**src/rtl/rpg_pkg.sv**
```systemverilog
// Shared constants for the radar point gate: register indexes, CORDIC
// arctangent table, gain correction and range limits.
// No dependencies.
package rpg_pkg;

    localparam int GUARD_BITS = 8;
    localparam int ANG_WIDTH  = 34;
    localparam int TABLE_LEN  = 24;
    localparam int CFG_WIDTH  = 18;
    localparam int IDX_WIDTH  = 3;

    localparam logic [15:0] INV_GAIN  = 16'd39797;
    localparam logic [17:0] RANGE_SAT = 18'h3FFFF;

    localparam logic [IDX_WIDTH-1:0] CFG_POINT_FORMAT    = 3'd0;
    localparam logic [IDX_WIDTH-1:0] CFG_MIN_INTENSITY   = 3'd1;
    localparam logic [IDX_WIDTH-1:0] CFG_MIN_RANGE       = 3'd2;
    localparam logic [IDX_WIDTH-1:0] CFG_MAX_RANGE       = 3'd3;
    localparam logic [IDX_WIDTH-1:0] CFG_AZIMUTH_LIMIT   = 3'd4;
    localparam logic [IDX_WIDTH-1:0] CFG_ELEVATION_LIMIT = 3'd5;

    // arctan(2^-i) in units of pi/2^31
    localparam logic [31:0] ATAN_TAB [TABLE_LEN] = '{
        32'h20000000, 32'h12E4051E, 32'h09FB385B, 32'h051111D4, 32'h028B0D43,
        32'h0145D7E1, 32'h00A2F61E, 32'h00517C55, 32'h0028BE53, 32'h00145F2F,
        32'h000A2F98, 32'h000517CC, 32'h00028BE6, 32'h000145F3, 32'h0000A2FA,
        32'h0000517D, 32'h000028BE, 32'h0000145F, 32'h00000A30, 32'h00000518,
        32'h0000028C, 32'h00000146, 32'h000000A3, 32'h00000051
    };

endpackage

```
**src/rtl/rpg_cordic_cell.sv**
```systemverilog
// One CORDIC vectoring cell: a fixed-shift micro-rotation towards y = 0.
// Carries a sideband vector alongside. Depends on rpg_pkg.
module rpg_cordic_cell
    import rpg_pkg::*;
#(
    parameter int              W     = 28,
    parameter int              AW    = 34,
    parameter int              SW    = 8,
    parameter int              SHIFT = 0,
    parameter logic [AW-1:0]   ATAN  = '0
) (
    input  logic                 i_clk,
    input  logic                 i_rst_n,
    input  logic                 i_en,
    input  logic                 i_valid,
    input  logic signed [W-1:0]  i_x,
    input  logic signed [W-1:0]  i_y,
    input  logic signed [AW-1:0] i_a,
    input  logic [SW-1:0]        i_side,
    output logic                 o_valid,
    output logic signed [W-1:0]  o_x,
    output logic signed [W-1:0]  o_y,
    output logic signed [AW-1:0] o_a,
    output logic [SW-1:0]        o_side
);

    logic signed [W-1:0] w_dx;
    logic signed [W-1:0] w_dy;
    logic signed [W-1:0]  n_x;
    logic signed [W-1:0]  n_y;
    logic signed [AW-1:0] n_a;

    assign w_dx = i_y >>> SHIFT;
    assign w_dy = i_x >>> SHIFT;

    always_comb begin
        if (!i_y[W-1]) begin
            n_x = i_x + w_dx;
            n_y = i_y - w_dy;
            n_a = i_a + $signed(ATAN);
        end else begin
            n_x = i_x - w_dx;
            n_y = i_y + w_dy;
            n_a = i_a - $signed(ATAN);
        end
    end

    always_ff @(posedge i_clk) begin
        if (!i_rst_n) begin
            o_valid <= 1'b0;
        end else if (i_en) begin
            o_valid <= i_valid;
        end
    end

    always_ff @(posedge i_clk) begin
        if (i_en) begin
            o_x    <= n_x;
            o_y    <= n_y;
            o_a    <= n_a;
            o_side <= i_side;
        end
    end

endmodule

```
**config.mk**
```make
export PLATFORM = sky130hd
export DESIGN_NAME = rpg_cordic_cell
export DESIGN_NICKNAME = d
export VERILOG_FILES = /design/src/rtl/rpg_pkg.sv /design/src/rtl/rpg_cordic_cell.sv
export SDC_FILE = /design/constraint.sdc
export NUM_CORES = 1
export LEC_CHECK = 0
export BUFFER_PORTS_ARGS = -buffer_cell sky130_fd_sc_hd__buf_2
export CELL_PAD_IN_SITES_DETAIL_PLACEMENT = 0
export CELL_PAD_IN_SITES_GLOBAL_PLACEMENT = 1
export CORE_UTILIZATION = 40
export CTS_CLUSTER_DIAMETER = 150
export CTS_CLUSTER_SIZE = 14
export DETAILED_ROUTE_END_ITERATION = 7
export PLACE_DENSITY_LB_ADDON = 0.1
export RECOVER_POWER = 25
export SLEW_MARGIN = 30
export SYNTH_ARGS = -nofsm -noshare
export SYNTH_HDL_FRONTEND = slang
export SYNTH_SLANG_ARGS = --single-unit
```
**constraint.sdc**
```tcl
create_clock -name i_clk -period 3.1 [get_ports i_clk]
set_clock_uncertainty 0.1 [all_clocks]
set_input_delay 0.465 -clock i_clk [delete_from_list [all_inputs] [get_ports i_clk]]
set_output_delay 0.465 -clock i_clk [all_outputs]
set_load 0.01 [all_outputs]
```
==> results of run 1 <==
[routing by layer]
metal	up-vias	routed length (um)	GRT usage (%)	part of all wire [%]
li1	3510	-	-	-
met1	3380	11600	34.0	47
met2	249	11400	42.1	46
met3	30	1240	3.68	5.0
met4	0	433	6.88	1.8
met5	-	0	0	0
[where the power goes]
part | total [mW] | internal, mW | switching, mW
Sequential | 1.74 | 1.68 | 0.0590
Clock | 1.22 | 0.669 | 0.554
Combinational | 1.63 | 0.718 | 0.913
Total | 4.59 | 3.07 | 1.53
[sequential cells by signal (all words and copies together) (netlist names)]
register and flops:
o_valid 1, o_side 8, o_y 27, o_a 34, o_x 28
[layout make-up]
class                   count  area [um^2]  area share (%)
clock buffers              10          239            2.36
clock inverters             6         82.6           0.815
inverters                  84          315            3.11
multi-input cells         586         4210            41.6
flip-flops and latches     98         2930            28.9
well taps                 234          293            2.89
repair buffers            340         2060            20.3
[cells in the mapped netlist (7+ instances only)]
library cell | instances | area, um^2
a211o_1 | 10 | 87.6
a211oi_1 | 10 | 75.1
a21o_1 | 17 | 128
a21oi_1 | 69 | 345
a31oi_1 | 7 | 43.8
buf_2 | 8 | 40.0
clkbuf_1 | 22 | 82.6
edfxtp_1 | 97 | 2910
ha_1 | 81 | 1010
inv_1 | 83 | 312
mux2i_1 | 17 | 170
nand2_1 | 39 | 146
nor2_1 | 65 | 244
nor2b_1 | 13 | 81.3
nor3_1 | 18 | 90.1
o211ai_1 | 8 | 60.1
o21a_1 | 14 | 105
o21ai_0 | 54 | 270
o21bai_1 | 10 | 75.1
o31ai_1 | 15 | 113
xnor2_1 | 44 | 385
xor2_1 | 8 | 70.1
[repair_timing]
action	CTS	global route
setup endpoints to repair	0	17
gates resized for setup	0	4
hold endpoints to repair	0	0
setup buffers	0	0
[cells by family (layout without fill, tap and decap cells)]
family                   after synthesis  in the layout
XOR/XNOR                              52             52
multiplexers                          17             17
buffers and inverters                120            440
adder cells (fa/ha/maj)               84             84
AO/OA/AOI/OAI                        258            258
flip-flops                            98             98
AND/OR/NAND/NOR                      175            175
[final timing paths]
path	start	endpoint	slack, ns	depth (start not counted)
setup / recovery	i_y[0]	o_x[22]$_DFFE_PP_	0.15	13
hold / removal	i_a[0]	o_a[0]$_DFFE_PP_	0.18	1
setup reg to reg	o_valid$_SDFFE_PN0P_	o_valid$_SDFFE_PN0P_	2.40	2
hold reg to reg	o_valid$_SDFFE_PN0P_	o_valid$_SDFFE_PN0P_	0.42	2
[worst max-delay path, cell delays in order]
cell and delay, ns:
buf_2 0.09, clkbuf_4 0.13, ha_1 0.18, fa_1 0.22
nor2b_1 0.07, o31a_1 0.27, buf_4 0.15, o31a_1 0.29
a311o_1 0.41, a211o_1 0.28, a31oi_1 0.16, mux2i_1 0.11
xnor2_1 0.14
[through the flow]
| stage | hold WS, ns | power (mW) | TNS, ns | std cells | area [um^2] |
|---|---|---|---|---|---|
| after floorplan | 0.438 | 2.59 | 0 | 804 | 7590 |
| after global placement | 0.397 | 3.38 | -3.33 | 1342 | 9800 |
| after detailed placement | 0.404 | 3.39 | -4.23 | 1342 | 9800 |
| after CTS | 0.175 | 4.61 | 0 | 1358 | 10100 |
| after global routing | 0.167 | 4.81 | -0.0237 | 1358 | 10100 |
| final | 0.183 | 4.59 | 0 | 1358 | 10100 |
[cells in the final DEF (no fill, tap or decap), types with 4 or more instances in the layout]
cell	synthesis	routed
or2_2	4	4
o21bai_1	10	10
nand3_1	5	5
edfxtp_1	97	97
a2111oi_0	5	5
a211oi_1	10	10
a21oi_1	69	68
o31a_1	4	4
nor3_1	18	18
nand2_1	39	39
or3_1	6	6
o21a_1	14	14
clkbuf_16	0	9
nor2_1	65	65
buf_2	8	197
nand2b_1	6	6
a21o_1	17	17
o31ai_1	15	14
nor4_1	4	4
o21ai_0	54	54
ha_1	81	80
o211ai_1	8	8
a211o_1	10	10
xnor2_1	44	44
xor2_1	8	8
mux2i_1	17	17
a31oi_1	7	7
nor2b_1	13	13
a221oi_1	5	5
and2_1	4	4
buf_4	1	138
inv_1	83	83
nand4_1	6	6
==> impl_summary.log, run 1 <==
INFO  metric synth-edff-count = 97
INFO  metric max-slew-margin-rel = -14.2%
INFO  metric synth_seq_area_share = approximately 39%
INFO  metric firstDrtPassIters = 5
INFO  metric worst_slack = 0.149 ns
INFO  metric cts-root-to-sink-buffers = 2
INFO  metric vias_per_cell = ~5.3
INFO  metric clock_latency = about 0.34 ns
INFO  metric number_of_global_route_vias_before_repair = roughly 7000
INFO  metric post_route_cells_drive_above_1_share = 32.6%
INFO  metric place_worst_setup_slack = -0.259 ns
INFO  metric period_needed = around 3.0 ns
INFO  metric grt_pass1_wl = 38100 um
INFO  metric synth_top_flop_cell = edfxtp_1
INFO  metric synth.ff_latch_count = between 90 and 100
INFO  metric drt_drc_violations_left = 0
INFO  metric synthToLayoutAreaGrowth = 33.5%
INFO  metric post_synth_num_cell_types = roughly 60
INFO  metric violated_checks = capacitance limit, slew limit
INFO  metric muxShareOfSynthArea = around 2.2%
INFO  metric clk_pin_slew = ~0.080 ns
INFO  metric die-height = 140 um
INFO  metric cts_hold_buf = 0
INFO  metric required_time_at_the_endpoint_of_the_critical_path = between 3 and 4 ns
INFO  metric grt-ovfl-total = 0
INFO  metric cts-buffers-inserted = 9
INFO  metric vias = approximately 7000
INFO  metric grt_start_max_net_pins = between 50 and 60
INFO  metric place.detailed.hpwl = approximately 20000 um
INFO  metric ys.warnings.count = 0
INFO  metric ios = between 200 and 250
INFO  metric placement.io_buffers = 200
INFO  metric critPathLaunchType = primary input
INFO  metric antenna_left = 0
INFO  metric dominant_combinational_cell_family_by_area_after_synthesis = compound AO/OA/AOI/OAI gates
INFO  metric syn_area_per_cell = 9.44 um^2
INFO  metric ir_worst_vdd = roughly 240 uV
INFO  metric power.static_leakage = around 4.7 nW
INFO  metric post_synth_inst_count = between 800 and 900
INFO  metric worst_slew_pin_slew = roughly 1.7 ns
INFO  metric yosys.area_share.adder = 14.1%
INFO  metric fmax = between 300 and 400 MHz
INFO  metric status = finished, violations left
INFO  metric final_design_utilization = 54.4%
INFO  metric tritoncts = yes
INFO  metric power_density = between 400 and 500 nW/um^2
INFO  metric final-max-slew-violation-count = 32
INFO  metric finalWirelength = approximately 25000 um
INFO  metric worst_setup_path_end_kind = register
INFO  metric timing_worst_setup_path_type = primary input to register
INFO  metric nFillCells = between 1500 and 2000
INFO  metric die-area = 19500 um^2
INFO  metric rows = 50
INFO  metric post_synth_and_or_nand_nor_area_fraction = about a tenth
INFO  metric grt_antenna_before_repair = 0
INFO  metric worst-endpoint-arrival = between 2 and 3 ns
INFO  metric cts_htree_levels = 3
INFO  metric holdCritPathClass = primary input to register
INFO  metric wire_per_inst = about 18 um
INFO  metric floorplan.die.width = around 140 um
INFO  metric synth-xor-area-share = about 6%
INFO  metric async_flop_share = 0%
INFO  metric report.final.setup_viol = 0
INFO  metric finalNetCount = about 1300
INFO  metric globalplace.congestion = 0.904
INFO  metric ctsRootBufferMaster = clkbuf_16
INFO  metric start_util = slightly above 40%
INFO  metric finalHoldViolCount = 0
INFO  metric mappedNetlistArea = between 7000 and 8000 um^2
INFO  metric synth_fp_nets = 990
INFO  metric cts_num_sinks = between 90 and 100
INFO  metric synth_compound_area_share = about 22%
INFO  metric cap_violations = 1
INFO  metric timing.final.crit_share = a little over nine tenths
INFO  metric core_area = between 15000 and 20000 um^2
INFO  metric grt_util_all_layers = ~25%
INFO  metric drt_first_iter_violations = roughly 460
INFO  metric number_of_antenna_diodes = 0
INFO  metric timing.critical_path.fanout_max = 3
(Power assumes the default switching activity.)
==> run 2, diff against run 1 <==
--- a/config.mk
+++ b/config.mk
@@ -5,7 +5,7 @@
 export SDC_FILE = /design/constraint.sdc
 export NUM_CORES = 1
 export LEC_CHECK = 0
-export BUFFER_PORTS_ARGS = -buffer_cell sky130_fd_sc_hd__buf_2
+export BUFFER_PORTS_ARGS = -buffer_cell sky130_fd_sc_hd__buf_4
 export CELL_PAD_IN_SITES_DETAIL_PLACEMENT = 0
 export CELL_PAD_IN_SITES_GLOBAL_PLACEMENT = 1
 export CORE_UTILIZATION = 40
@@ -14,7 +14,7 @@
 export DETAILED_ROUTE_END_ITERATION = 7
 export PLACE_DENSITY_LB_ADDON = 0.1
 export RECOVER_POWER = 25
-export SLEW_MARGIN = 30
+export SLEW_MARGIN = 5
 export SYNTH_ARGS = -nofsm -noshare
 export SYNTH_HDL_FRONTEND = slang
 export SYNTH_SLANG_ARGS = --single-unit
==> impl_summary.log, run 2 (synthesized netlist as in run 1, its figures left out) <==
INFO  metric most_frequent_standard_cell_in_the_layout_excluding_fill_and_tap_cells = buf_4 (was buf_2)
INFO  metric die-area = 19500 um^2 (unchanged)
INFO  metric drt_first_iter_violations = 604 (was 455)
INFO  metric worst_setup_path_end_kind = register (unchanged)
INFO  metric firstDrtPassIters = 5 (unchanged)
INFO  metric critical_path.reg2reg.endpoint = o_valid$_SDFFE_PN0P_ (unchanged)
INFO  metric required_time_at_the_endpoint_of_the_critical_path = 3.11 ns (about the same)
INFO  metric fin_tns_setup = 0 ns (unchanged)
INFO  metric cts_setup_buffers = 0 (unchanged)
INFO  metric holdCritPathClass = primary input to register (unchanged)
INFO  metric place_worst_setup_slack = -0.221 ns (was -0.259 ns)
INFO  metric finalNetCount = 1294 (was 1305)
INFO  metric ios = 201 (unchanged)
INFO  metric reg_top3 = o_a: 34 flops, o_x: 28 flops, o_y: 27 flops (unchanged)
INFO  metric antenna_left = 0 (unchanged)
INFO  metric crit_chain = buf_4 -> inv_1 -> ha_1 -> a21oi_1 -> o31ai_1 -> buf_4 -> or2_2 -> nor4_1 -> o41a_1 -> mux2i_1 -> xnor2_1 (was buf_2 -> clkbuf_4 -> ha_1 -> fa_1 -> nor2b_1 -> o31a_1 -> buf_4 -> o31a_1 -> a311o_1 -> a211o_1 -> a31oi_1 -> mux2i_1 -> xnor2_1)
INFO  metric critPathMaxStageDelay = 0.54 ns (was 0.41 ns)
INFO  metric number_of_global_route_vias_before_repair = 6958 (was 6970)
INFO  metric floorplan.die.width = 140 um (unchanged)
INFO  metric finish.instance_area = 10500 um^2 (was 10100 um^2)
INFO  metric fmax = 335 MHz (was 339 MHz)
INFO  metric clk_pin_slew = 0.08 ns (about the same)
INFO  metric drt_drc_violations_left = 0 (unchanged)
INFO  metric critical_path.most_common_cell = buf_4 (was o31a_1)
INFO  metric cts_hold_buf = 0 (unchanged)
INFO  metric hold_start = i_a[33] (was i_a[0])
INFO  metric period_needed = 2.98 ns (was 2.95 ns)
INFO  metric crit_path_top_delay_cell = nor4_1 (was a311o_1)
INFO  metric vias_per_cell = 5.39 (was 5.28)
INFO  metric finalHoldViolCount = 0 (unchanged)
INFO  metric synthToLayoutAreaGrowth = 38.7% (was 33.5%)
INFO  metric timing.reg2reg.worst_path_depth = 2 (unchanged)
INFO  metric worst_slack = 0.115 ns (was 0.149 ns)
INFO  metric cts_resized = 0 (unchanged)
INFO  metric grt_pass1_wl = 37800 um (was 38100 um)
INFO  metric commonest_cells_after_routing_fill_and_taps_aside = buf_4, edfxtp_1, inv_1, ha_1, a21oi_1 (was buf_2, buf_4, edfxtp_1, inv_1, ha_1)
INFO  metric power.static_leakage = 4.85 nW (was 4.75 nW)
INFO  metric cts_num_sinks = 98 (unchanged)
INFO  metric place_area = 10200 um^2 (was 9800 um^2)
INFO  metric timing.rr.start = o_valid$_SDFFE_PN0P_ (unchanged)
INFO  metric rrSetupSlack = 2.38 ns (was 2.40 ns)
INFO  metric globalplace.congestion = 0.917 (was 0.904)
INFO  metric cts_htree_levels = 3 (unchanged)
INFO  metric holdPathStages = 1 (unchanged)
INFO  metric cts-buffers-inserted = 9 (unchanged)
INFO  metric worst_hold_path.endpoint = o_a[33]$_DFFE_PP_ (was o_a[0]$_DFFE_PP_)
INFO  metric ir_worst_vdd = 284 uV (was 243 uV)
INFO  metric start_util = 40.7% (unchanged)
INFO  metric final_design_utilization = 56.5% (was 54.4%)
INFO  metric max-slew-margin-rel = -44.7% (was -14.2%)
INFO  metric finalWirelength = 24700 um (about the same)
INFO  metric cap_violations = 1 (unchanged)
INFO  metric crit_buf_inv = 3 (unchanged)
INFO  metric clock_latency = 0.35 ns (was 0.34 ns)
INFO  metric critPathLaunchType = primary input (unchanged)
INFO  metric worst-endpoint-arrival = 2.99 ns (was 2.96 ns)
INFO  metric grt-ovfl-total = 0 (unchanged)
INFO  metric vias = 7255 (was 7169)
INFO  metric core_area = 18600 um^2 (unchanged)
INFO  metric post_route_cells_drive_above_1_share = 31.5% (was 32.6%)
INFO  metric cts-root-to-sink-buffers = 2 (unchanged)
INFO  metric die-height = 140 um (unchanged)
INFO  metric critical_path.top_delay_family = simple AND/OR/NAND/NOR gates (was compound AO/OA/AOI/OAI gates)
INFO  metric grt_antenna_before_repair = 0 (unchanged)
INFO  metric ctsRootBufferMaster = clkbuf_16 (unchanged)
INFO  metric number_of_antenna_diodes = 0 (unchanged)
INFO  metric report.final.setup_viol = 0 (unchanged)
INFO  metric largest_register_ff_count = 34 (unchanged)
INFO  metric place.detailed.hpwl = 19800 um (was 20100 um)
INFO  metric final-max-slew-violation-count = 33 (was 32)
INFO  metric tritoncts = yes (unchanged)
INFO  metric status = finished, violations left (unchanged)
INFO  metric power_density = 448 nW/um^2 (was 453 nW/um^2)
INFO  metric rsz0062_at_grt = no
INFO  metric rows = 50 (unchanged)
INFO  metric violated_checks = capacitance limit, slew limit (unchanged)
INFO  metric timing_worst_setup_path_type = primary input to register (unchanged)
INFO  metric worst_slew_pin_slew = 2.17 ns (was 1.71 ns)
INFO  metric register_with_the_highest_flop_count = o_a (unchanged)
INFO  metric grt_util_all_layers = 25.2% (about the same)
INFO  metric grt_start_max_net_pins = 67 (was 51)
INFO  metric wire_per_inst = 18.3 um (was 18.2 um)
INFO  metric placement.io_buffers = 200 (unchanged)
INFO  metric timing.final.crit_share = 96.3% (was 95.2%)
INFO  metric timing.critical_path.fanout_max = 11 (was 3)
## run 2: worst max path at each step
stage / startpoint / to / slack, ns / cells past startpoint
6_report: i_x[13] / o_y[22]$_DFFE_PP_ / 0.12 / 11
2_1_floorplan: i_x[2] / o_y[24]$_DFFE_PP_ / 0.19 / 10
4_1_cts: i_x[4] / o_x[27]$_DFFE_PP_ / 0.14 / 12
3_5_place_dp: i_x[4] / o_y[27]$_DFFE_PP_ / -0.22 / 12
5_1_grt: i_y[0] / o_y[24]$_DFFE_PP_ / 0.004 / 12
3_3_place_gp: i_x[13] / o_y[22]$_DFFE_PP_ / -0.25 / 11
## run 2: report_power, final
part	leakage, nW	internal, mW	switching (mW)
clock	0.157	0.654	0.597
sequential	0.958	1.68	0.0666
combinational	3.74	0.820	0.897
total	4.85	3.16	1.56
## run 2: cell type report
| type | count | area (um^2) |
|---|---|---|
| clock inverters | 7 | 95.1 |
| multi-input cells | 586 | 4200 |
| clock buffers | 9 | 225 |
| well taps | 234 | 293 |
| flip-flops and latches | 98 | 2930 |
| repair buffers | 329 | 2470 |
| fillers | 1734 | 8120 |
| inverters | 84 | 315 |
## run 2: through the flow
step	hold WS [ns]	total power [mW]	std cells
floorplan	0.438	2.59	804
global placement	0.404	3.49	1331
detailed placement	0.415	3.49	1331
CTS	0.171	4.74	1347
global route	0.187	4.93	1347
finish	0.203	4.72	1347
## run 2: layer usage
metal  vias up  GRT usage [%]  share of wire (%)
met5         -              0                  0
met2       338           41.3                 46
li1       3497              -                  -
met3        47           4.30                7.6
met4         0           9.08                2.8
met1      3373           33.3                 44
