===== config.mk =====
export PLATFORM = sky130hd
export DESIGN_NAME = rpg_skid
export DESIGN_NICKNAME = d
export VERILOG_FILES = /design/src/rtl/rpg_skid.sv
export SDC_FILE = /design/constraint.sdc
export NUM_CORES = 1
export LEC_CHECK = 0
export ABC_AREA = 1
export BUFFER_PORTS_ARGS = -buffer_cell sky130_fd_sc_hd__buf_4
export CORE_AREA = 2 2 39 41
export DETAILED_ROUTE_END_ITERATION = 8
export DIE_AREA = 0 0 41 43
export GPL_TIMING_DRIVEN = 1
export PLACE_DENSITY_LB_ADDON = 0.1
export RECOVER_POWER = 100
export SLEW_MARGIN = 15
export SYNTH_ARGS = -nofsm -noshare
export SYNTH_HDL_FRONTEND = slang
export SYNTH_SLANG_ARGS = --single-unit

===== constraint.sdc =====
create_clock -name i_clk -period 1.2 [get_ports i_clk]
set_input_delay 0.36 -clock i_clk [delete_from_list [all_inputs] [get_ports i_clk]]
set_output_delay 0.36 -clock i_clk [all_outputs]
set_load 0.01 [all_outputs]

===== src/rtl/rpg_skid.sv =====
// Input skid buffer: holds one beat while the pipeline is stalled so the
// stall returned upstream comes straight from a register. No dependencies.
module rpg_skid #(
    parameter int DW = 8
) (
    input  logic          i_clk,
    input  logic          i_rst_n,
    input  logic          i_valid,
    output logic          o_stall,
    input  logic [DW-1:0] i_data,
    input  logic          i_en,
    output logic          o_valid,
    output logic [DW-1:0] o_data
);

    logic          r_full;
    logic          n_full;
    logic [DW-1:0] r_data;

    assign o_stall = r_full;
    assign o_valid = r_full | i_valid;
    assign o_data  = r_full ? r_data : i_data;
    assign n_full  = !i_en && (r_full || i_valid);

    always_ff @(posedge i_clk) begin
        if (!i_rst_n) begin
            r_full <= 1'b0;
        end else begin
            r_full <= n_full;
        end
    end

    always_ff @(posedge i_clk) begin
        if (!r_full) begin
            r_data <= i_data;
        end
    end

endmodule


==> results of run 1 <==
==> synthesized netlist by cell type <==
master,instances
sky130_fd_sc_hd__buf_6,1
sky130_fd_sc_hd__dfxtp_1,9
sky130_fd_sc_hd__inv_1,2
sky130_fd_sc_hd__inv_2,1
sky130_fd_sc_hd__nand2_1,25
sky130_fd_sc_hd__nor2_1,2
==> flip-flops by register name, indices dropped and copies added (netlist names) <==
register  count
r_data        8
o_stall       1
==> routing by layer <==
metal	GRT usage	wire length, um	part of all wire	up-vias
li1	-	-	-	188
met1	0.136	321	0.38	178
met2	0.166	478	0.56	9
met3	0.0471	55	0.064	0
met4	0.0400	0	0	0
met5	0	0	0	-
==> cell usage in the layout, fill, tap and decap left out <==
cell type	instances
sky130_fd_sc_hd__buf_4	19
sky130_fd_sc_hd__nor2_1	2
sky130_fd_sc_hd__clkbuf_4	3
sky130_fd_sc_hd__dfxtp_4	1
sky130_fd_sc_hd__buf_6	12
sky130_fd_sc_hd__nand2_2	12
sky130_fd_sc_hd__nand2_1	13
sky130_fd_sc_hd__inv_6	1
sky130_fd_sc_hd__dfxtp_1	8
sky130_fd_sc_hd__clkbuf_1	1
sky130_fd_sc_hd__inv_1	2
==> worst min-delay path by stage <==
| stage | slack, ps | endpoint | start |
|---|---|---|---|
| final | 310 | o_stall | i_en |
| after global routing | 320 | o_stall | i_rst_n |
| after CTS | 310 | o_stall | i_en |
| after detailed placement | 440 | r_data[2] | r_data[2] |
| after global placement | 440 | r_data[1] | r_data[1] |
| after floorplan | 480 | r_data[4] | r_data[4] |
==> power by group through the flow <==
stage          registers [uW]  logic (uW)  clock network (uW)
2_1_floorplan             336        48.6                   0
3_3_place_gp              337         122                   0
3_5_place_dp              336         122                   0
6_report                  333         189                 229
5_1_grt                   335         205                 260
4_1_cts                   331         179                 235
==> worst reg2reg max path, cell delays in order (launching register included) <==
cell and delay, ps:
sky130_fd_sc_hd__dfxtp_4 370, sky130_fd_sc_hd__buf_6 130, sky130_fd_sc_hd__nand2_2 50, sky130_fd_sc_hd__nand2_2 60, sky130_fd_sc_hd__buf_6 110, sky130_fd_sc_hd__buf_6 100, sky130_fd_sc_hd__buf_4 120, sky130_fd_sc_hd__buf_4 120
==> kinds of logic (layout without fill, tap and decap cells) <==
family	Yosys count	in the layout	synth area share
buf+inv	4	38	0.0741
flops	9	9	0.593
simple gates	27	27	0.333
==> layout make-up <==
| type | count | area [sq um] | area share |
|---|---|---|---|
| clock buffer | 4 | 26.3 | 0.0401 |
| inverter | 3 | 16.3 | 0.0248 |
| multi-input combinational | 27 | 131 | 0.200 |
| sequential | 9 | 184 | 0.281 |
| tap | 16 | 20.0 | 0.0305 |
| timing repair buffer | 31 | 278 | 0.424 |
==> through the flow <==
stage / hold slack [ps] / setup WS, ps / setup TNS, ps
after floorplan: 479 / 130 / 0
after global placement: 439 / 52.0 / 0
after detailed placement: 439 / 59.9 / 0
after CTS: 306 / -151 / -1440
after global routing: 324 / -202 / -1800
final: 312 / -151 / -1310
==> repair_timing <==
action | in CTS | in global routing
pin swaps | 8 | 1
setup endpoints to repair | 10 | 11
hold buffers | 0 | 0
gates resized for setup | 22 | 6
buffers inserted | 7 | 3
==> impl_metrics.py, run 1 <==
metrics = {
    "die": {
        "floorplan.initialDensity": 0.220,
        "fp.coreArea_sq_um": 1380,
        "floorplan.die.height_um": 43,
        "die_w_um": 41,
        "design.portCount": 22,
        "cell_row_count": 14,
        "dieArea_sq_um": 1760,
    },
    "worst_setup_path": {
        "rrSetupSlack_ps": 40,
        "rr_startpoint": "o_stall",
        "critical-path-top-delay-family": "flip-flops",
        "worst-setup-path-type": "register to primary output",
        "crit_path_end": "o_data[1]",
        "cp-start-kind": "register",
        "crit_chain": "buf_6 -> nand2_2 -> nand2_2 -> buf_6",
        "slowest_delay_ps": 390,
        "required_ps": 840,
        "crit_cells": 4,
        "worst_setup_startpoint": "o_stall",
        "rr_endpoint": "r_data[1]",
        "critical_path.max_fanout": 4,
        "crit_buf_inv": 2,
        "endpoint_kind": "primary output",
        "cp_slowest_cell": "sky130_fd_sc_hd__dfxtp_4",
        "cp.arrival_ps": 990,
        "ff2ff_path_depth": 7,
    },
    "logic_synthesis": {
        "synth_area_leaders": "sky130_fd_sc_hd__dfxtp_1 59%, sky130_fd_sc_hd__nand2_1 31%, sky130_fd_sc_hd__buf_6 3.7%",
        "synth-warning-count": 0,
        "synthDistinctLibCells": 6,
        "synth.largest_area_cell": "sky130_fd_sc_hd__dfxtp_1",
        "synthDominantCellAreaShare": 0.593,
        "synthesis.instances": 40,
        "ys_seq_area_frac": 0.593,
        "synthesis.area_per_instance_sq_um": 7.60,
        "ffs_latches_synth": 9,
        "cell_area_after_synthesis_sq_um": 304,
        "synth.net_count": 52,
    },
    "power_and_ir_drop": {
        "power_frac_seq": 0.443,
        "irDropWorstVdd_uv": 487,
        "netSwitchingPower_uw": 184,
        "fin_total_pwr_uw": 752,
        "pwr-share-comb": 0.252,
        "pwr-share-clk": 0.305,
        "power.density_nw_per_um2": 1150,
        "swShare": 0.244,
        "power_leakage_uw": 0.000346,
        "internal-power_uw": 568,
    },
    "placement": {
        "dpl-instance-area_sq_um": 485,
        "post-dp-hpwl_um": 534,
        "placed_cells": 78,
        "place_congestion": 0.665,
        "io_buffers": 21,
    },
    "routing": {
        "routed-via-count": 375,
        "totalWireLength_um": 856,
        "avgViaCountPerCell": 4.17,
        "post_drt_wl_per_cell_um": 9.51,
        "drt_iter0_markers": 2,
        "detail_route.drc_violations": 0,
        "detailedRoute.firstPassIterationCount": 2,
        "detail-route-antenna-nets": 0,
    },
    "sta": {
        "timing.fmax_mhz": 740,
        "hold_viol": 0,
        "fin_skew_ps": 0.326,
        "setup_violations": 10,
        "layout_setup_ws_ps": -151,
        "min_period_over_period": 1.13,
        "slew_violations": 0,
        "worstMarginPinSlew_ps": 128,
        "rsz0062_at_grt": "true",
        "finalWorstPathRequiredPeriod_ps": 1350,
        "worst_slew_margin_rel": 0.914,
    },
    "clocking": {
        "clk_path_buf_depth": 2,
        "tritoncts.num_buffers": 3,
        "root_buffer": "sky130_fd_sc_hd__clkbuf_4",
        "h-tree-depth": 1,
        "cts_tree": "built",
        "clkLatencyLatePin_ps": 250,
        "clkSlewWorstSetupHoldPaths_ps": 60,
        "clock-sinks": 9,
    },
    "grt": {
        "grt_start_max_net_pins": 9,
        "grt-ovfl-total": 0,
        "grt_pass1_wl_um": 1340,
        "grt_pass1_vias": 357,
        "antenna_violations_before_repair": 0,
        "globalRouteTotalUtil": 0.111,
    },
    "outcome": {
        "status": "finished with violations",
        "violated_checks": "setup timing",
    },
    "hold_path": {
        "hold_path_class": "input pin to register",
        "hold-path-cell-count": 4,
    },
    "final_layout": {
        "syn2layout_area_growth_pct": 116,
        "nFillCells": 149,
        "antenna-diode-count": 0,
        "final-instance-count-excl-fill": 90,
        "layout.core_utilization": 0.474,
        "finish.instance_area_sq_um": 656,
        "layout-drive-gt1-share": 0.649,
        "finalNetCount": 87,
    },
    "flow_run": {
        "maxcap_viol_count": 0,
    },
}
(Power assumes the default switching activity.)
==> inputs of run 2 (changes only) <==
- clock period: 1.2 -> 1.5 ns (I/O delays scaled with it)
==> impl_metrics.py, run 2 (synthesis gave the netlist of run 1 again) <==
metrics = {
    "outcome": {
        "status": "finished clean",
    },
    "clocking": {
        "clock-sinks": 9,
        "root_buffer": "sky130_fd_sc_hd__clkbuf_4",
        "cts_hold_repair.buffers": 0,
        "tritoncts.num_buffers": 3,
        "cts_tree": "built",
        "post_cts.repair.setup_buffers": 0,
        "clkSlewWorstSetupHoldPaths_ps": 60,
        "clk_path_buf_depth": 2,
        "h-tree-depth": 1,
        "clkLatencyLatePin_ps": 250,
    },
    "routing": {
        "avgViaCountPerCell": 3.84,
        "drt_iter0_markers": 4,
        "routed-via-count": 315,
        "post_drt_wl_per_cell_um": 8.29,
        "detail_route.drc_violations": 0,
        "detailedRoute.firstPassIterationCount": 2,
        "totalWireLength_um": 680,
        "detail-route-antenna-nets": 0,
    },
    "sta": {
        "slew_violations": 0,
        "worstMarginPinSlew_ps": 89.4,
        "layout_setup_ws_ps": 51.1,
        "fin_skew_ps": 3.16,
        "setup_violations": 0,
        "min_period_over_period": 0.966,
        "finalWorstPathRequiredPeriod_ps": 1450,
        "rsz0062_at_grt": "true",
        "setup_total_negative_slack_ps": 0,
        "timing.fmax_mhz": 690,
        "worst_slew_margin_rel": 0.940,
        "hold_viol": 0,
    },
    "hold_path": {
        "hold_path_class": "input pin to register",
        "hold-path-cell-count": 3,
        "hold_path.startpoint": "i_data[5]",
        "whs_endpoint": "r_data[5]",
    },
    "final_layout": {
        "most-common-layout-cells": "21 x sky130_fd_sc_hd__buf_4, 20 x sky130_fd_sc_hd__nand2_1, 8 x sky130_fd_sc_hd__dfxtp_1",
        "finalNetCount": 79,
        "layout-drive-gt1-share": 0.515,
        "final-instance-count-excl-fill": 82,
        "finish.instance_area_sq_um": 546,
        "mostFrequentLayoutCell": "sky130_fd_sc_hd__buf_4",
        "largest_reg_flops": 8,
        "antenna-diode-count": 0,
        "largest_register": "r_data",
        "syn2layout_area_growth_pct": 79.4,
    },
    "placement": {
        "pre_cts_ws_ps": 197,
        "dpl-instance-area_sq_um": 485,
        "io_buffers": 21,
        "post-dp-hpwl_um": 515,
        "place_congestion": 0.634,
        "placed_cells": 78,
    },
    "worst_setup_path": {
        "rr_endpoint": "o_stall",
        "cp_slowest_cell": "sky130_fd_sc_hd__dfxtp_4",
        "slowest_delay_ps": 360,
        "required_ps": 1050,
        "ff2ff_path_depth": 3,
        "crit_chain": "buf_6 -> nand2_1 -> nand2_1 -> buf_4",
        "cp.arrival_ps": 1000,
        "critical_path.max_fanout": 5,
        "rrSetupSlack_ps": 780,
        "rr_startpoint": "o_stall",
        "endpoint_kind": "primary output",
        "crit_buf_inv": 2,
        "critical-path-top-delay-family": "flip-flops",
        "cp-start-kind": "register",
        "worst-setup-path-type": "register to primary output",
        "crit_path_frequent_cell": "sky130_fd_sc_hd__nand2_1",
    },
    "grt": {
        "grt-ovfl-total": 0,
        "grt.met1_usage": 0.0909,
        "globalRouteTotalUtil": 0.0836,
        "antenna_violations_before_repair": 0,
        "grt_start_max_net_pins": 9,
        "grt_pass1_wl_um": 924,
        "grt_use_met2": 0.116,
        "gr-usage-met3": 0.0785,
        "most_crowded_layer_gr": "met2",
        "grt_pass1_vias": 234,
    },
    "flow_run": {
        "maxcap_viol_count": 0,
    },
    "power_and_ir_drop": {
        "power_leakage_uw": 0.000294,
        "power.density_nw_per_um2": 1000,
        "irDropWorstVdd_uv": 531,
    },
    "die": {
        "dieArea_sq_um": 1760,
        "cell_row_count": 14,
        "floorplan.die.height_um": 43,
        "fp.coreArea_sq_um": 1380,
        "floorplan.initialDensity": 0.220,
        "design.portCount": 22,
        "die_w_um": 41,
    },
}
[run 2: cell types whose count changed in the layout (fill, tap and decap cells not counted), sizes merged]
cell and delta:
buf -8
[run 2: where the power goes]
part / switching, uW / internal (uW)
sequential: 6.47 / 258
combinational: 45.5 / 58.6
clock: 76.7 / 102
total: 129 / 418
[run 2: worst max path at each step]
| stage | cells past startpoint | endpoint | startpoint | slack [ps] |
|---|---|---|---|---|
| after floorplan | 4 | o_data[0] | o_stall | 340 |
| after CTS | 4 | o_valid | o_stall | 10 |
| after global routing | 4 | o_data[1] | o_stall | -1 |
| after global placement | 4 | o_valid | i_valid | 210 |
| after detailed placement | 4 | o_valid | i_valid | 200 |
| final | 4 | o_data[1] | o_stall | 50 |
[run 2: what timing repair did]
item	4_1_cts	5_1_grt
gates resized for setup	1	11
pin swaps	0	2
cloned	0	0
setup endpoints to repair	1	9
[run 2: layout make-up]
| type | count | area (sq um) |
|---|---|---|
| Sequential cell | 9 | 184 |
| Fill cell | 161 | 838 |
| Clock buffer | 4 | 26.3 |
| Multi-Input combinational cell | 27 | 121 |
| Tap cell | 16 | 20.0 |
| Inverter | 3 | 13.8 |
| Timing Repair Buffer | 23 | 180 |
[run 2: layer usage]
metal,share of wire,vias up
li1,-,169
met1,0.39,135
met2,0.52,11
met3,0.090,0
met4,0,0
met5,0,-
[run 2: worst register-to-register path, cell delays in order (launching register included)]
cell,delay (ps)
sky130_fd_sc_hd__dfxtp_4,360
sky130_fd_sc_hd__buf_6,130
sky130_fd_sc_hd__nor2_4,70
sky130_fd_sc_hd__nor2_1,50
[run 2: through the flow]
step                utilization  total power, uW  hold WS (ps)
CTS                       0.372              554           398
finish                    0.394              547           409
detailed placement        0.351              367           438
global route              0.394              583           404
global placement          0.351              366           436
floorplan                     -              307           479
==> inputs of run 3 (changes only) <==
- PLACE_DENSITY: default -> 0.57
- PLACE_DENSITY_LB_ADDON: 0.1 -> default
==> impl_metrics.py, run 3 (synthesis gave the netlist of run 1 again) <==
metrics = {
    "outcome": {
        "status": "finished clean",
    },
    "power_and_ir_drop": {
        "power.density_nw_per_um2": 1020,
        "irDropWorstVdd_uv": 576,
        "pwr-share-comb": 0.194,
        "swShare": 0.242,
        "power_frac_seq": 0.478,
        "internal-power_uw": 423,
        "netSwitchingPower_uw": 135,
        "pwr-share-clk": 0.329,
        "fin_total_pwr_uw": 558,
        "power_leakage_uw": 0.000293,
    },
    "routing": {
        "detail-route-antenna-nets": 0,
        "avgViaCountPerCell": 3.86,
        "totalWireLength_um": 691,
        "routed-via-count": 313,
        "post_drt_wl_per_cell_um": 8.53,
        "drt_iter0_markers": 14,
        "detail_route.drc_violations": 0,
        "detailedRoute.firstPassIterationCount": 3,
    },
    "final_layout": {
        "syn2layout_area_growth_pct": 80.2,
        "antenna-diode-count": 0,
        "finish.instance_area_sq_um": 548,
        "largest_reg_flops": 8,
        "most-common-layout-cells": "19 x sky130_fd_sc_hd__nand2_1, 16 x sky130_fd_sc_hd__buf_4, 8 x sky130_fd_sc_hd__dfxtp_1",
        "largest_register": "r_data",
        "layout-drive-gt1-share": 0.508,
        "finalNetCount": 78,
        "mostFrequentLayoutCell": "sky130_fd_sc_hd__nand2_1",
        "nFillCells": 163,
    },
    "worst_setup_path": {
        "crit_path_end": "o_data[4]",
        "rrSetupSlack_ps": 770,
        "rr_endpoint": "r_data[4]",
        "cp-start-kind": "register",
        "slowest_delay_ps": 370,
        "ff2ff_path_depth": 3,
        "required_ps": 1050,
        "crit_cells": 4,
        "worst-setup-path-type": "register to primary output",
        "cp_slowest_cell": "sky130_fd_sc_hd__dfxtp_4",
        "cp.arrival_ps": 990,
        "crit_chain": "buf_6 -> nand2_1 -> nand2_2 -> buf_6",
        "rr_startpoint": "o_stall",
        "critical-path-top-delay-family": "flip-flops",
        "endpoint_kind": "primary output",
        "crit_path_frequent_cell": "sky130_fd_sc_hd__buf_6",
        "worst_setup_startpoint": "o_stall",
        "critical_path.max_fanout": 7,
        "crit_buf_inv": 2,
    },
    "sta": {
        "timing.fmax_mhz": 693,
        "rsz0062_at_grt": "true",
        "min_period_over_period": 0.962,
        "slew_violations": 0,
        "worstMarginPinSlew_ps": 130,
        "finalWorstPathRequiredPeriod_ps": 1440,
        "worst_slew_margin_rel": 0.913,
        "setup_violations": 0,
        "fin_skew_ps": 3.45,
        "hold_viol": 0,
        "layout_setup_ws_ps": 57.4,
    },
    "die": {
        "floorplan.initialDensity": 0.220,
        "dieArea_sq_um": 1760,
        "floorplan.die.height_um": 43,
        "design.portCount": 22,
        "fp.coreArea_sq_um": 1380,
        "die_w_um": 41,
        "cell_row_count": 14,
    },
    "placement": {
        "dpl-instance-area_sq_um": 478,
        "place_congestion": 0.627,
        "pre_cts_ws_ps": 194,
        "io_buffers": 21,
        "post-dp-hpwl_um": 506,
    },
    "clocking": {
        "cts_hold_repair.buffers": 0,
        "root_buffer": "sky130_fd_sc_hd__clkbuf_4",
        "tritoncts.num_buffers": 3,
        "cts_tree": "built",
        "post_cts.repair.setup_buffers": 0,
        "h-tree-depth": 1,
        "clock-sinks": 9,
        "clk_path_buf_depth": 2,
        "clkLatencyLatePin_ps": 260,
        "clkSlewWorstSetupHoldPaths_ps": 60,
    },
    "grt": {
        "grt_start_max_net_pins": 9,
        "grt_pass1_wl_um": 1180,
        "grt-ovfl-total": 0,
        "grt_pass1_vias": 291,
        "globalRouteTotalUtil": 0.104,
        "antenna_violations_before_repair": 0,
    },
    "hold_path": {
        "hold_path_class": "input pin to register",
    },
    "flow_run": {
        "maxcap_viol_count": 0,
    },
}
[run 3: cell count changes in the layout (fill, tap and decap cells not counted)]
| cell | change |
|---|---|
| sky130_fd_sc_hd__buf_4 | -5 |
| sky130_fd_sc_hd__buf_6 | +4 |
| sky130_fd_sc_hd__nand2_1 | -1 |
| sky130_fd_sc_hd__nand2_2 | +1 |
| sky130_fd_sc_hd__nor2_1 | +1 |
| sky130_fd_sc_hd__nor2_4 | -1 |
[run 3: worst min-delay path by stage]
stage               slack [ps]  depth (start not counted)  startpoint   endpoint
floorplan                  480                          2   r_data[4]  r_data[4]
global placement           440                          2   r_data[0]  r_data[0]
detailed placement         440                          2   r_data[4]  r_data[4]
CTS                        390                          4        i_en    o_stall
global route               400                          3   i_data[5]  r_data[5]
finish                     400                          4        i_en    o_stall
[run 3: power by group through the flow]
stage | sequential [uW] | combinational [uW] | clock (uW)
after global placement | 271 | 93.5 | 0
after detailed placement | 271 | 93.8 | 0
after floorplan | 268 | 38.8 | 0
after CTS | 265 | 94.8 | 193
final | 266 | 108 | 183
after global routing | 269 | 119 | 217
[run 3: through the flow]
stage / utilization / hold WS, ps / cells / setup TNS, ps
2_1_floorplan: - / 479 / 40 / 0
3_3_place_gp: 0.345 / 441 / 77 / 0
3_5_place_dp: 0.345 / 441 / 77 / 0
4_1_cts: 0.367 / 392 / 81 / 0
5_1_grt: 0.396 / 404 / 81 / -44.7
6_report: 0.396 / 400 / 81 / 0
[run 3: layout make-up]
type / count / area [sq um] / area share
Tap cell: 16 / 20.0 / 0.0365
Inverter: 3 / 13.8 / 0.0251
Sequential cell: 9 / 184 / 0.336
Clock buffer: 4 / 26.3 / 0.0479
Multi-Input combinational cell: 27 / 116 / 0.212
Timing Repair Buffer: 22 / 188 / 0.342
[run 3: timing repair]
item / 4_1_cts / 5_1_grt
pin swaps: 0 / 5
endpoints found under the hold margin: 0 / 0
gates resized for setup: 2 / 13
setup endpoints to repair: 8 / 8
[run 3: worst reg2reg max path: cells and delay by family (launching register included)]
| kind | cells | cell delay, ps |
|---|---|---|
| DFF | 1 | 370 |
| buffers and inverters | 1 | 130 |
| and+or+nand+nor | 2 | 130 |
[run 3: routing by layer]
layer / share of wire / wire, um / global-route usage / vias to the layer above
li1: - / - / - / 166
met1: 0.40 / 277 / 0.127 / 130
met2: 0.46 / 318 / 0.134 / 17
met3: 0.14 / 95 / 0.0942 / 0
met4: 0 / 0 / 0.0200 / 0
met5: 0 / 0 / 0 / -
